==> src/hw/rtl/itrd_pkg.sv <==
// shared types, constants and helpers for the integer to radix digits block
`default_nettype none

package itrd_pkg;

   localparam int unsigned VALUE_WIDTH = 32;
   localparam int unsigned RADIX_WIDTH = 6;
   localparam int unsigned CHAR_WIDTH  = 7;
   localparam int unsigned STACK_DEPTH = VALUE_WIDTH;
   localparam int unsigned ADDR_WIDTH  = $clog2(STACK_DEPTH);
   localparam int unsigned COUNT_WIDTH = $clog2(VALUE_WIDTH + 1);

   localparam logic [RADIX_WIDTH-1:0] RADIX_MIN    = RADIX_WIDTH'(2);
   localparam logic [RADIX_WIDTH-1:0] RADIX_MAX    = RADIX_WIDTH'(36);
   localparam logic [RADIX_WIDTH-1:0] DECIMAL_BASE = RADIX_WIDTH'(10);
   localparam logic [RADIX_WIDTH-1:0] DIGIT_MAX    = RADIX_WIDTH'(9);

   localparam logic [CHAR_WIDTH-1:0] CH_ZERO    = CHAR_WIDTH'(8'h30);
   localparam logic [CHAR_WIDTH-1:0] CH_LOWER_A = CHAR_WIDTH'(8'h61);
   localparam logic [CHAR_WIDTH-1:0] CH_MINUS   = CHAR_WIDTH'(8'h2D);

   typedef struct packed {
      logic signed [VALUE_WIDTH-1:0] value;
      logic [RADIX_WIDTH-1:0]        radix;
   } req_payload_type;

   typedef struct packed {
      logic [CHAR_WIDTH-1:0] character;
      logic                  last;
   } rsp_payload_type;

   typedef struct packed {
      logic done;
      logic quo_zero;
   } div_status_type;

   typedef enum logic [2:0] {
      ST_IDLE,
      ST_DIV,
      ST_SIGN,
      ST_READ,
      ST_PUT
   } state_type;

   function automatic logic [CHAR_WIDTH-1:0] digit_char(input logic [RADIX_WIDTH-1:0] d);
      logic [CHAR_WIDTH-1:0] c;
      if (d > DIGIT_MAX) begin
         c = CHAR_WIDTH'(d) + (CH_LOWER_A - CHAR_WIDTH'(DECIMAL_BASE));
      end else begin
         c = CHAR_WIDTH'(d) + CH_ZERO;
      end
      return c;
   endfunction

endpackage

`default_nettype wire

==> src/hw/rtl/itrd_ram.sv <==
// generic single write port ram with registered read
`default_nettype none

module itrd_ram #(
   parameter int unsigned WIDTH  = 6,
   parameter int unsigned DEPTH  = 32,
   parameter int unsigned ADDR_W = $clog2(DEPTH)
) (
   input  wire logic              clock,
   input  wire logic              wr_en,
   input  wire logic [ADDR_W-1:0] wr_addr,
   input  wire logic [WIDTH-1:0]  wr_data,
   input  wire logic              rd_en,
   input  wire logic [ADDR_W-1:0] rd_addr,
   output logic      [WIDTH-1:0]  rd_data
);

   logic [WIDTH-1:0] mem_ff [DEPTH];
   logic [WIDTH-1:0] rd_data_ff;

   always_ff @(posedge clock) begin
      if (wr_en) begin
         mem_ff[wr_addr] <= wr_data;
      end
      if (rd_en) begin
         rd_data_ff <= mem_ff[rd_addr];
      end
   end

   assign rd_data = rd_data_ff;

endmodule

`default_nettype wire

==> src/hw/rtl/itrd_div.sv <==
// bit-serial restoring divider: value by a narrow radix, one quotient bit per cycle
`default_nettype none

module itrd_div
   import itrd_pkg::*;
#(
   parameter int unsigned VALUE_W = VALUE_WIDTH,
   parameter int unsigned RADIX_W = RADIX_WIDTH
) (
   input  wire logic               clock,
   input  wire logic               reset,
   input  wire logic               start,
   input  wire logic [VALUE_W-1:0] dividend,
   input  wire logic [RADIX_W-1:0] divisor,
   output logic      [VALUE_W-1:0] quotient,
   output logic      [RADIX_W-1:0] remainder,
   output div_status_type          status
);

   localparam int unsigned STEP_W = $clog2(VALUE_W);

   logic [VALUE_W-1:0] q_ff,   q_in;
   logic [RADIX_W-1:0] rem_ff, rem_in;
   logic [RADIX_W-1:0] dvs_ff;
   logic [STEP_W-1:0]  step_ff;
   logic               busy_ff;
   logic               done_ff;

   logic [RADIX_W:0] trial;
   logic [RADIX_W:0] diff;
   logic             fits;

   // shift in the next dividend bit, subtract the radix when it fits
   always_comb begin
      trial  = {rem_ff, q_ff[VALUE_W-1]};
      diff   = trial - {1'b0, dvs_ff};
      fits   = trial >= {1'b0, dvs_ff};
      rem_in = fits ? diff[RADIX_W-1:0] : trial[RADIX_W-1:0];
      q_in   = {q_ff[VALUE_W-2:0], fits};
   end

   always_ff @(posedge clock) begin
      if (reset) begin
         busy_ff <= 1'b0;
         done_ff <= 1'b0;
         step_ff <= '0;
      end else begin
         done_ff <= 1'b0;
         if (start) begin
            busy_ff <= 1'b1;
            step_ff <= '0;
         end else if (busy_ff) begin
            step_ff <= step_ff + 1'b1;
            if (step_ff == STEP_W'(VALUE_W - 1)) begin
               busy_ff <= 1'b0;
               done_ff <= 1'b1;
            end
         end
      end
   end

   always_ff @(posedge clock) begin
      if (start) begin
         q_ff   <= dividend;
         rem_ff <= '0;
         dvs_ff <= divisor;
      end else if (busy_ff) begin
         q_ff   <= q_in;
         rem_ff <= rem_in;
      end
   end

   assign quotient        = q_ff;
   assign remainder       = rem_ff;
   assign status.done     = done_ff;
   assign status.quo_zero = (q_ff == '0);

endmodule

`default_nettype wire

==> src/hw/rtl/integer_to_radix_digits.sv <==
// top level: converts an integer to ascii digits in base 2 to 36; signed only in base 10
//
//   channel | direction | ports                              | per transfer
//   --------+-----------+------------------------------------+---------------------------
//   req     | in        | req_valid, req_stall, req_payload  | value and radix
//   rsp     | out       | rsp_valid, rsp_stall, rsp_payload  | one character, last flag
//
// each digit of an item takes one pass through the shared divider,
// which produces one quotient bit per cycle; the characters are then read back
// from the digit ram, most significant first, after a minus for a negative decimal value.
// req_stall is low only while the sequencer is idle; the output register lets the next
// item be taken while the final character still waits. rsp_stall only pauses emission.
// synchronous reset clears the sequencer and the output valid; the digit ram needs none.
`default_nettype none

module integer_to_radix_digits
   import itrd_pkg::*;
(
   input  wire logic            clock,
   input  wire logic            reset,
   input  wire logic            req_valid,
   output logic                 req_stall,
   input  wire req_payload_type req_payload,
   output logic                 rsp_valid,
   input  wire logic            rsp_stall,
   output rsp_payload_type      rsp_payload
);

   state_type state_ff, state_in;

   logic [COUNT_WIDTH-1:0] cnt_ff, cnt_in;
   logic [COUNT_WIDTH-1:0] cnt_dec;
   logic                   neg_ff, neg_in;
   logic [RADIX_WIDTH-1:0] radix_ff, radix_in;
   logic                   rsp_valid_ff, rsp_valid_in;
   rsp_payload_type        rsp_payload_ff, rsp_payload_in;
   logic                   rsp_load;
   logic                   out_free;

   logic [RADIX_WIDTH-1:0] radix_c;
   logic [VALUE_WIDTH-1:0] value_u;
   logic [VALUE_WIDTH-1:0] magnitude;
   logic                   neg_c;

   logic                   div_start;
   logic [VALUE_WIDTH-1:0] div_dividend;
   logic [RADIX_WIDTH-1:0] div_divisor;
   logic [VALUE_WIDTH-1:0] div_quotient;
   logic [RADIX_WIDTH-1:0] div_remainder;
   div_status_type         div_st;

   logic                   ram_we;
   logic                   ram_rd;
   logic [RADIX_WIDTH-1:0] ram_rdata;

   // saturate the radix and pick signed or unsigned conversion
   always_comb begin
      value_u = req_payload.value;
      if (req_payload.radix < RADIX_MIN) begin
         radix_c = RADIX_MIN;
      end else if (req_payload.radix > RADIX_MAX) begin
         radix_c = RADIX_MAX;
      end else begin
         radix_c = req_payload.radix;
      end
      neg_c     = (radix_c == DECIMAL_BASE) && value_u[VALUE_WIDTH-1];
      magnitude = neg_c ? (~value_u + 1'b1) : value_u;
   end

   assign out_free = !rsp_valid_ff || !rsp_stall;
   assign cnt_dec  = cnt_ff - 1'b1;

   // the request payload may move on after the transfer, later digits use the held base
   assign div_divisor = (state_ff == ST_IDLE) ? radix_c : radix_ff;

   itrd_div #(
      .VALUE_W (VALUE_WIDTH),
      .RADIX_W (RADIX_WIDTH)
   ) u_div (
      .clock     (clock),
      .reset     (reset),
      .start     (div_start),
      .dividend  (div_dividend),
      .divisor   (div_divisor),
      .quotient  (div_quotient),
      .remainder (div_remainder),
      .status    (div_st)
   );

   itrd_ram #(
      .WIDTH (RADIX_WIDTH),
      .DEPTH (STACK_DEPTH)
   ) u_stack (
      .clock   (clock),
      .wr_en   (ram_we),
      .wr_addr (cnt_ff[ADDR_WIDTH-1:0]),
      .wr_data (div_remainder),
      .rd_en   (ram_rd),
      .rd_addr (cnt_dec[ADDR_WIDTH-1:0]),
      .rd_data (ram_rdata)
   );

   always_ff @(posedge clock) begin
      if (reset) begin
         state_ff     <= ST_IDLE;
         cnt_ff       <= '0;
         neg_ff       <= 1'b0;
         radix_ff     <= RADIX_MIN;
         rsp_valid_ff <= 1'b0;
      end else begin
         state_ff     <= state_in;
         cnt_ff       <= cnt_in;
         neg_ff       <= neg_in;
         radix_ff     <= radix_in;
         rsp_valid_ff <= rsp_valid_in;
      end
   end

   always_ff @(posedge clock) begin
      if (rsp_load) begin
         rsp_payload_ff <= rsp_payload_in;
      end
   end

   always_comb begin
      state_in       = state_ff;
      cnt_in         = cnt_ff;
      neg_in         = neg_ff;
      radix_in       = radix_ff;
      req_stall      = 1'b1;
      div_start      = 1'b0;
      div_dividend   = div_quotient;
      ram_we         = 1'b0;
      ram_rd         = 1'b0;
      rsp_load       = 1'b0;
      rsp_payload_in = rsp_payload_ff;
      rsp_valid_in   = rsp_valid_ff && rsp_stall;

      unique case (state_ff)
         ST_IDLE: begin
            req_stall = 1'b0;
            if (req_valid) begin
               neg_in       = neg_c;
               radix_in     = radix_c;
               cnt_in       = '0;
               div_start    = 1'b1;
               div_dividend = magnitude;
               state_in     = ST_DIV;
            end
         end
         ST_DIV: begin
            // one digit per division; a zero value still yields the digit zero
            if (div_st.done) begin
               ram_we = 1'b1;
               cnt_in = cnt_ff + 1'b1;
               if (div_st.quo_zero) begin
                  state_in = neg_ff ? ST_SIGN : ST_READ;
               end else begin
                  div_start = 1'b1;
               end
            end
         end
         ST_SIGN: begin
            if (out_free) begin
               rsp_load                 = 1'b1;
               rsp_valid_in             = 1'b1;
               rsp_payload_in.character = CH_MINUS;
               rsp_payload_in.last      = 1'b0;
               state_in                 = ST_READ;
            end
         end
         ST_READ: begin
            ram_rd   = 1'b1;
            state_in = ST_PUT;
         end
         ST_PUT: begin
            if (out_free) begin
               rsp_load                 = 1'b1;
               rsp_valid_in             = 1'b1;
               rsp_payload_in.character = digit_char(ram_rdata);
               rsp_payload_in.last      = (cnt_ff == COUNT_WIDTH'(1));
               cnt_in                   = cnt_dec;
               state_in                 = (cnt_ff == COUNT_WIDTH'(1)) ? ST_IDLE : ST_READ;
            end
         end
         default: begin
            state_in = ST_IDLE;
         end
      endcase
   end

   assign rsp_valid   = rsp_valid_ff;
   assign rsp_payload = rsp_payload_ff;

   // the digit count never outgrows the stack
   assert property (@(posedge clock) disable iff (reset)
      cnt_ff <= COUNT_WIDTH'(VALUE_WIDTH))
      else $error("digit count beyond stack depth");

   // emission never starts from an empty stack
   assert property (@(posedge clock) disable iff (reset)
      (state_ff == ST_READ || state_ff == ST_PUT) |-> cnt_ff != '0)
      else $error("emitting with no digits left");

   // the final character of a string is a digit, never the sign
   assert property (@(posedge clock) disable iff (reset)
      (rsp_valid && rsp_payload.last) |-> rsp_payload.character != CH_MINUS)
      else $error("sign marked as last character");

   // an accepted item always starts a division
   assert property (@(posedge clock) disable iff (reset)
      (req_valid && !req_stall) |=> state_ff == ST_DIV)
      else $error("accepted item did not start a division");

endmodule

`default_nettype wire
==> config.mk <==
export PLATFORM = sky130hd
export DESIGN_NAME = integer_to_radix_digits
export DESIGN_NICKNAME = d
export VERILOG_FILES = /design/src/hw/rtl/itrd_pkg.sv /design/src/hw/rtl/itrd_ram.sv /design/src/hw/rtl/itrd_div.sv /design/src/hw/rtl/integer_to_radix_digits.sv
export SDC_FILE = /design/constraint.sdc
export NUM_CORES = 1
export LEC_CHECK = 0
export BUFFER_PORTS_ARGS = -buffer_cell sky130_fd_sc_hd__buf_4
export CORE_MARGIN = 4
export CORE_UTILIZATION = 50
export CTS_BUF_LIST = sky130_fd_sc_hd__clkbuf_4 sky130_fd_sc_hd__clkbuf_8
export DETAILED_ROUTE_END_ITERATION = 10
export PLACE_DENSITY = 0.78
export SYNTH_ARGS = -nofsm -noshare
export SYNTH_HDL_FRONTEND = slang
export SYNTH_SLANG_ARGS = --single-unit
==> constraint.sdc <==
create_clock -name clock -period 7.8 [get_ports clock]
set_input_delay 1.17 -clock clock [delete_from_list [all_inputs] [get_ports clock]]
set_output_delay 1.17 -clock clock [all_outputs]
set_load 0.02 [all_outputs]
==> metrics.txt <==
Cell Area, Synth 0.0126 sq mm; maximum root-to-sink buffer count 3; largest family of logic cells by synthesized area multiplexers; VDD IR max 0.000153 V; Starting DRT DRC Count between 600 and 700; area of the multi-input gates 0.00437 sq mm; average via count per standard cell 5.81; Worst Setup End Kind flop; synth top area cells edfxtp_1, mux4_2, dfxtp_1; Die W 167 microns; Power Density between 200 and 250 mW/mm^2; yosys warns 0; Data arrival, critical path 3.64 ns; DRT antenna net count 0; PostCTS Resize Cnt 0; clk root buf clkbuf_8; Slowest-stage cell, CP ha_2; Port Buffers 51; DRC viols 0; Post-Route Utilization 57.8%; Synth Area in Adders 2.23%; hold buffers post-CTS 0; Period minus WS final 3.34 ns; clock transition at the registers of the reported paths 0.06 ns; Inserted Diodes 0; Req. time, crit path 8.10 ns; Max transition margin a little under a quarter; Area Growth Syn to Fin 12.7%; H-tree levels 2; share of async-settable or async-resettable flops after synthesis 0%; gpl congestion 0.794; Synth Area in XOR/XNOR a little under 3%; startpoint types flop; Die Ht approximately 170 microns; area of the die 0.0278 sq mm; Syn Nets 958; WP buf/inv 2; Setup Skew approximately 0.029 ns; Ports 52; cell family with most CP delay adder cells; via count 7,640; Clock Latency Late Sink 0.55 ns; Overall Global Routing Usage 18.3%; HP Class reg2reg; Synth cell types 69; largest net degree at the start of global routing 52; max frequency 299 MHz; CTS buffer count 43; core area approximately 0.025 sq mm; sequential area share after synthesis 63.0%; static leakage slightly below 5 nW; cell count after synthesis 895; dominant cell type by area after synthesis edfxtp_1; Worst-Margin Slew between 1 and 1.5 ns; setup TNS 0 ns; simple-gate portion of the synthesized area 10.3%; status finished, final reports clean; cell-by-cell listing of the critical path inv_1 > ha_2 > buf_4 > mux4_2 > mux2i_1 > a32o_1 > nor2_1; vias in the first global route 7,627; number of synthesized flops with an enable pin 244; post-synthesis mux area share 12.5%; number of synthesized register bits 274; part of the cycle the worst path needs 42.9%; Post-Route WL 25,600 microns; most frequent cells in the layout edfxtp_1, nor2_1, nand2_1; Max Fanout on Critical Path 28; Max Cap Violations 0; max incr delay on CP 0.77 ns; starting density of the core 51.3%; final setup fails 0; layout cells sized above 1 23.4%; Final Hold Viols 0; post-synth top area share 58.2%; initial antenna violation count 0; CTS tree done; postcts setup bufs 0; wire length per cell 19.5 microns; Synth Area in Compound Gates 6.66%; # rows 57; Synth Area per Inst 14.1 sq um; sequential cell area 0.00793 sq mm; clk sink count 274; fill cell count 1,909; drt first pass iters 6; first-pass GRT wire length 41,100 microns; Main synth FF type edfxtp_1; Max Slew Vio Count 0; Setup Crit Path Kind reg2reg; Final HPWL DP 16,900 microns; most common cell after layout, fill and taps aside edfxtp_1; nets 1,024; GRT overflow 0; RSZ-0062 raised after global routing false
## power by group
group,leakage [nW],total (mW),internal (mW),switching (mW)
clock,0.481,1.27,0.715,0.553
combinational,1.87,0.364,0.143,0.221
sequential,2.48,1.74,1.70,0.0365
## registers in the layout (all words and copies together) (netlist names), 3 cells and up
register         flops
u_div.quotient      32
rsp_payload          8
u_div.dvs_ff         6
radix_ff             6
state_ff             3
u_div.remainder      6
u_stack.rd_data      6
u_div.step_ff        5
u_stack.mem_ff     192
cnt_ff               6
## cells by family after synthesis
family | after synthesis
buffers and inverters | 69
adder cells (fa/ha/maj) | 22
XOR/XNOR | 42
multiplexers | 92
AO/OA/AOI/OAI | 124
flip-flops | 274
AND/OR/NAND/NOR | 272
## Yosys cell counts (all sizes together) (7+ instances only)
cell type	instances
clkbuf	23
dfxtp	30
mux4	48
nor2	118
edfxtp	244
nand3	7
nand2	67
nor4	16
nor3	20
a211oi	7
mux2i	12
xor2	21
a32o	7
buf	17
nand2b	7
o21ai	20
a21oi	29
inv	27
nor2b	7
o22ai	10
ha	20
a31oi	13
mux2	32
xnor2	21
## worst reg2reg max path, cell delays in order, from the launching register on
cell and delay, ns:
dfxtp_4 0.68, inv_1 0.23, ha_2 0.77, buf_4 0.45
mux4_2 0.40, mux2i_1 0.25, a32o_1 0.23, nor2_1 0.07
## metal layers
layer	track usage, %	share of wire [%]	up-vias
met5	0	0	-
met1	24.0	40	3734
met2	31.1	51	273
met3	2.82	6.0	63
met4	7.15	3.1	0
li1	-	-	3570
## area by class of cell
cell class,instances,share of cell area [%]
clock buffers,53,4.79
clock inverters,23,1.60
inverters,28,0.741
multi-input cells,552,30.8
flip-flops and latches,274,55.9
well taps,324,2.86
repair buffers,62,3.28
## worst paths after layout
check | end | cells after the start | slack [ns] | start
worst min register to register | radix_ff[3]$_SDFFE_PP0P_ | 2 | 0.46 | radix_ff[3]$_SDFFE_PP0P_
worst min-delay path | radix_ff[3]$_SDFFE_PP0P_ | 2 | 0.46 | radix_ff[3]$_SDFFE_PP0P_
worst max register to register | u_stack.rd_data[1]$_DFFE_PP_ | 7 | 4.46 | cnt_ff[0]$_SDFFE_PP0P_
worst max-delay path | u_stack.rd_data[1]$_DFFE_PP_ | 7 | 4.46 | cnt_ff[0]$_SDFFE_PP0P_
## per-stage QoR
stage	instance area, sq um	hold WS (ns)	setup slack [ns]	power, mW	std cells
6_report	14200	0.456	4.46	3.37	1316
5_1_grt	14200	0.482	4.26	3.51	1316
4_1_cts	14200	0.458	4.41	3.39	1316
3_5_place_dp	13300	0.449	4.29	2.13	1240
3_3_place_gp	13300	0.443	4.36	2.12	1240
2_1_floorplan	12600	0.429	4.81	2.00	895
Power figures use the tool's default switching activity.
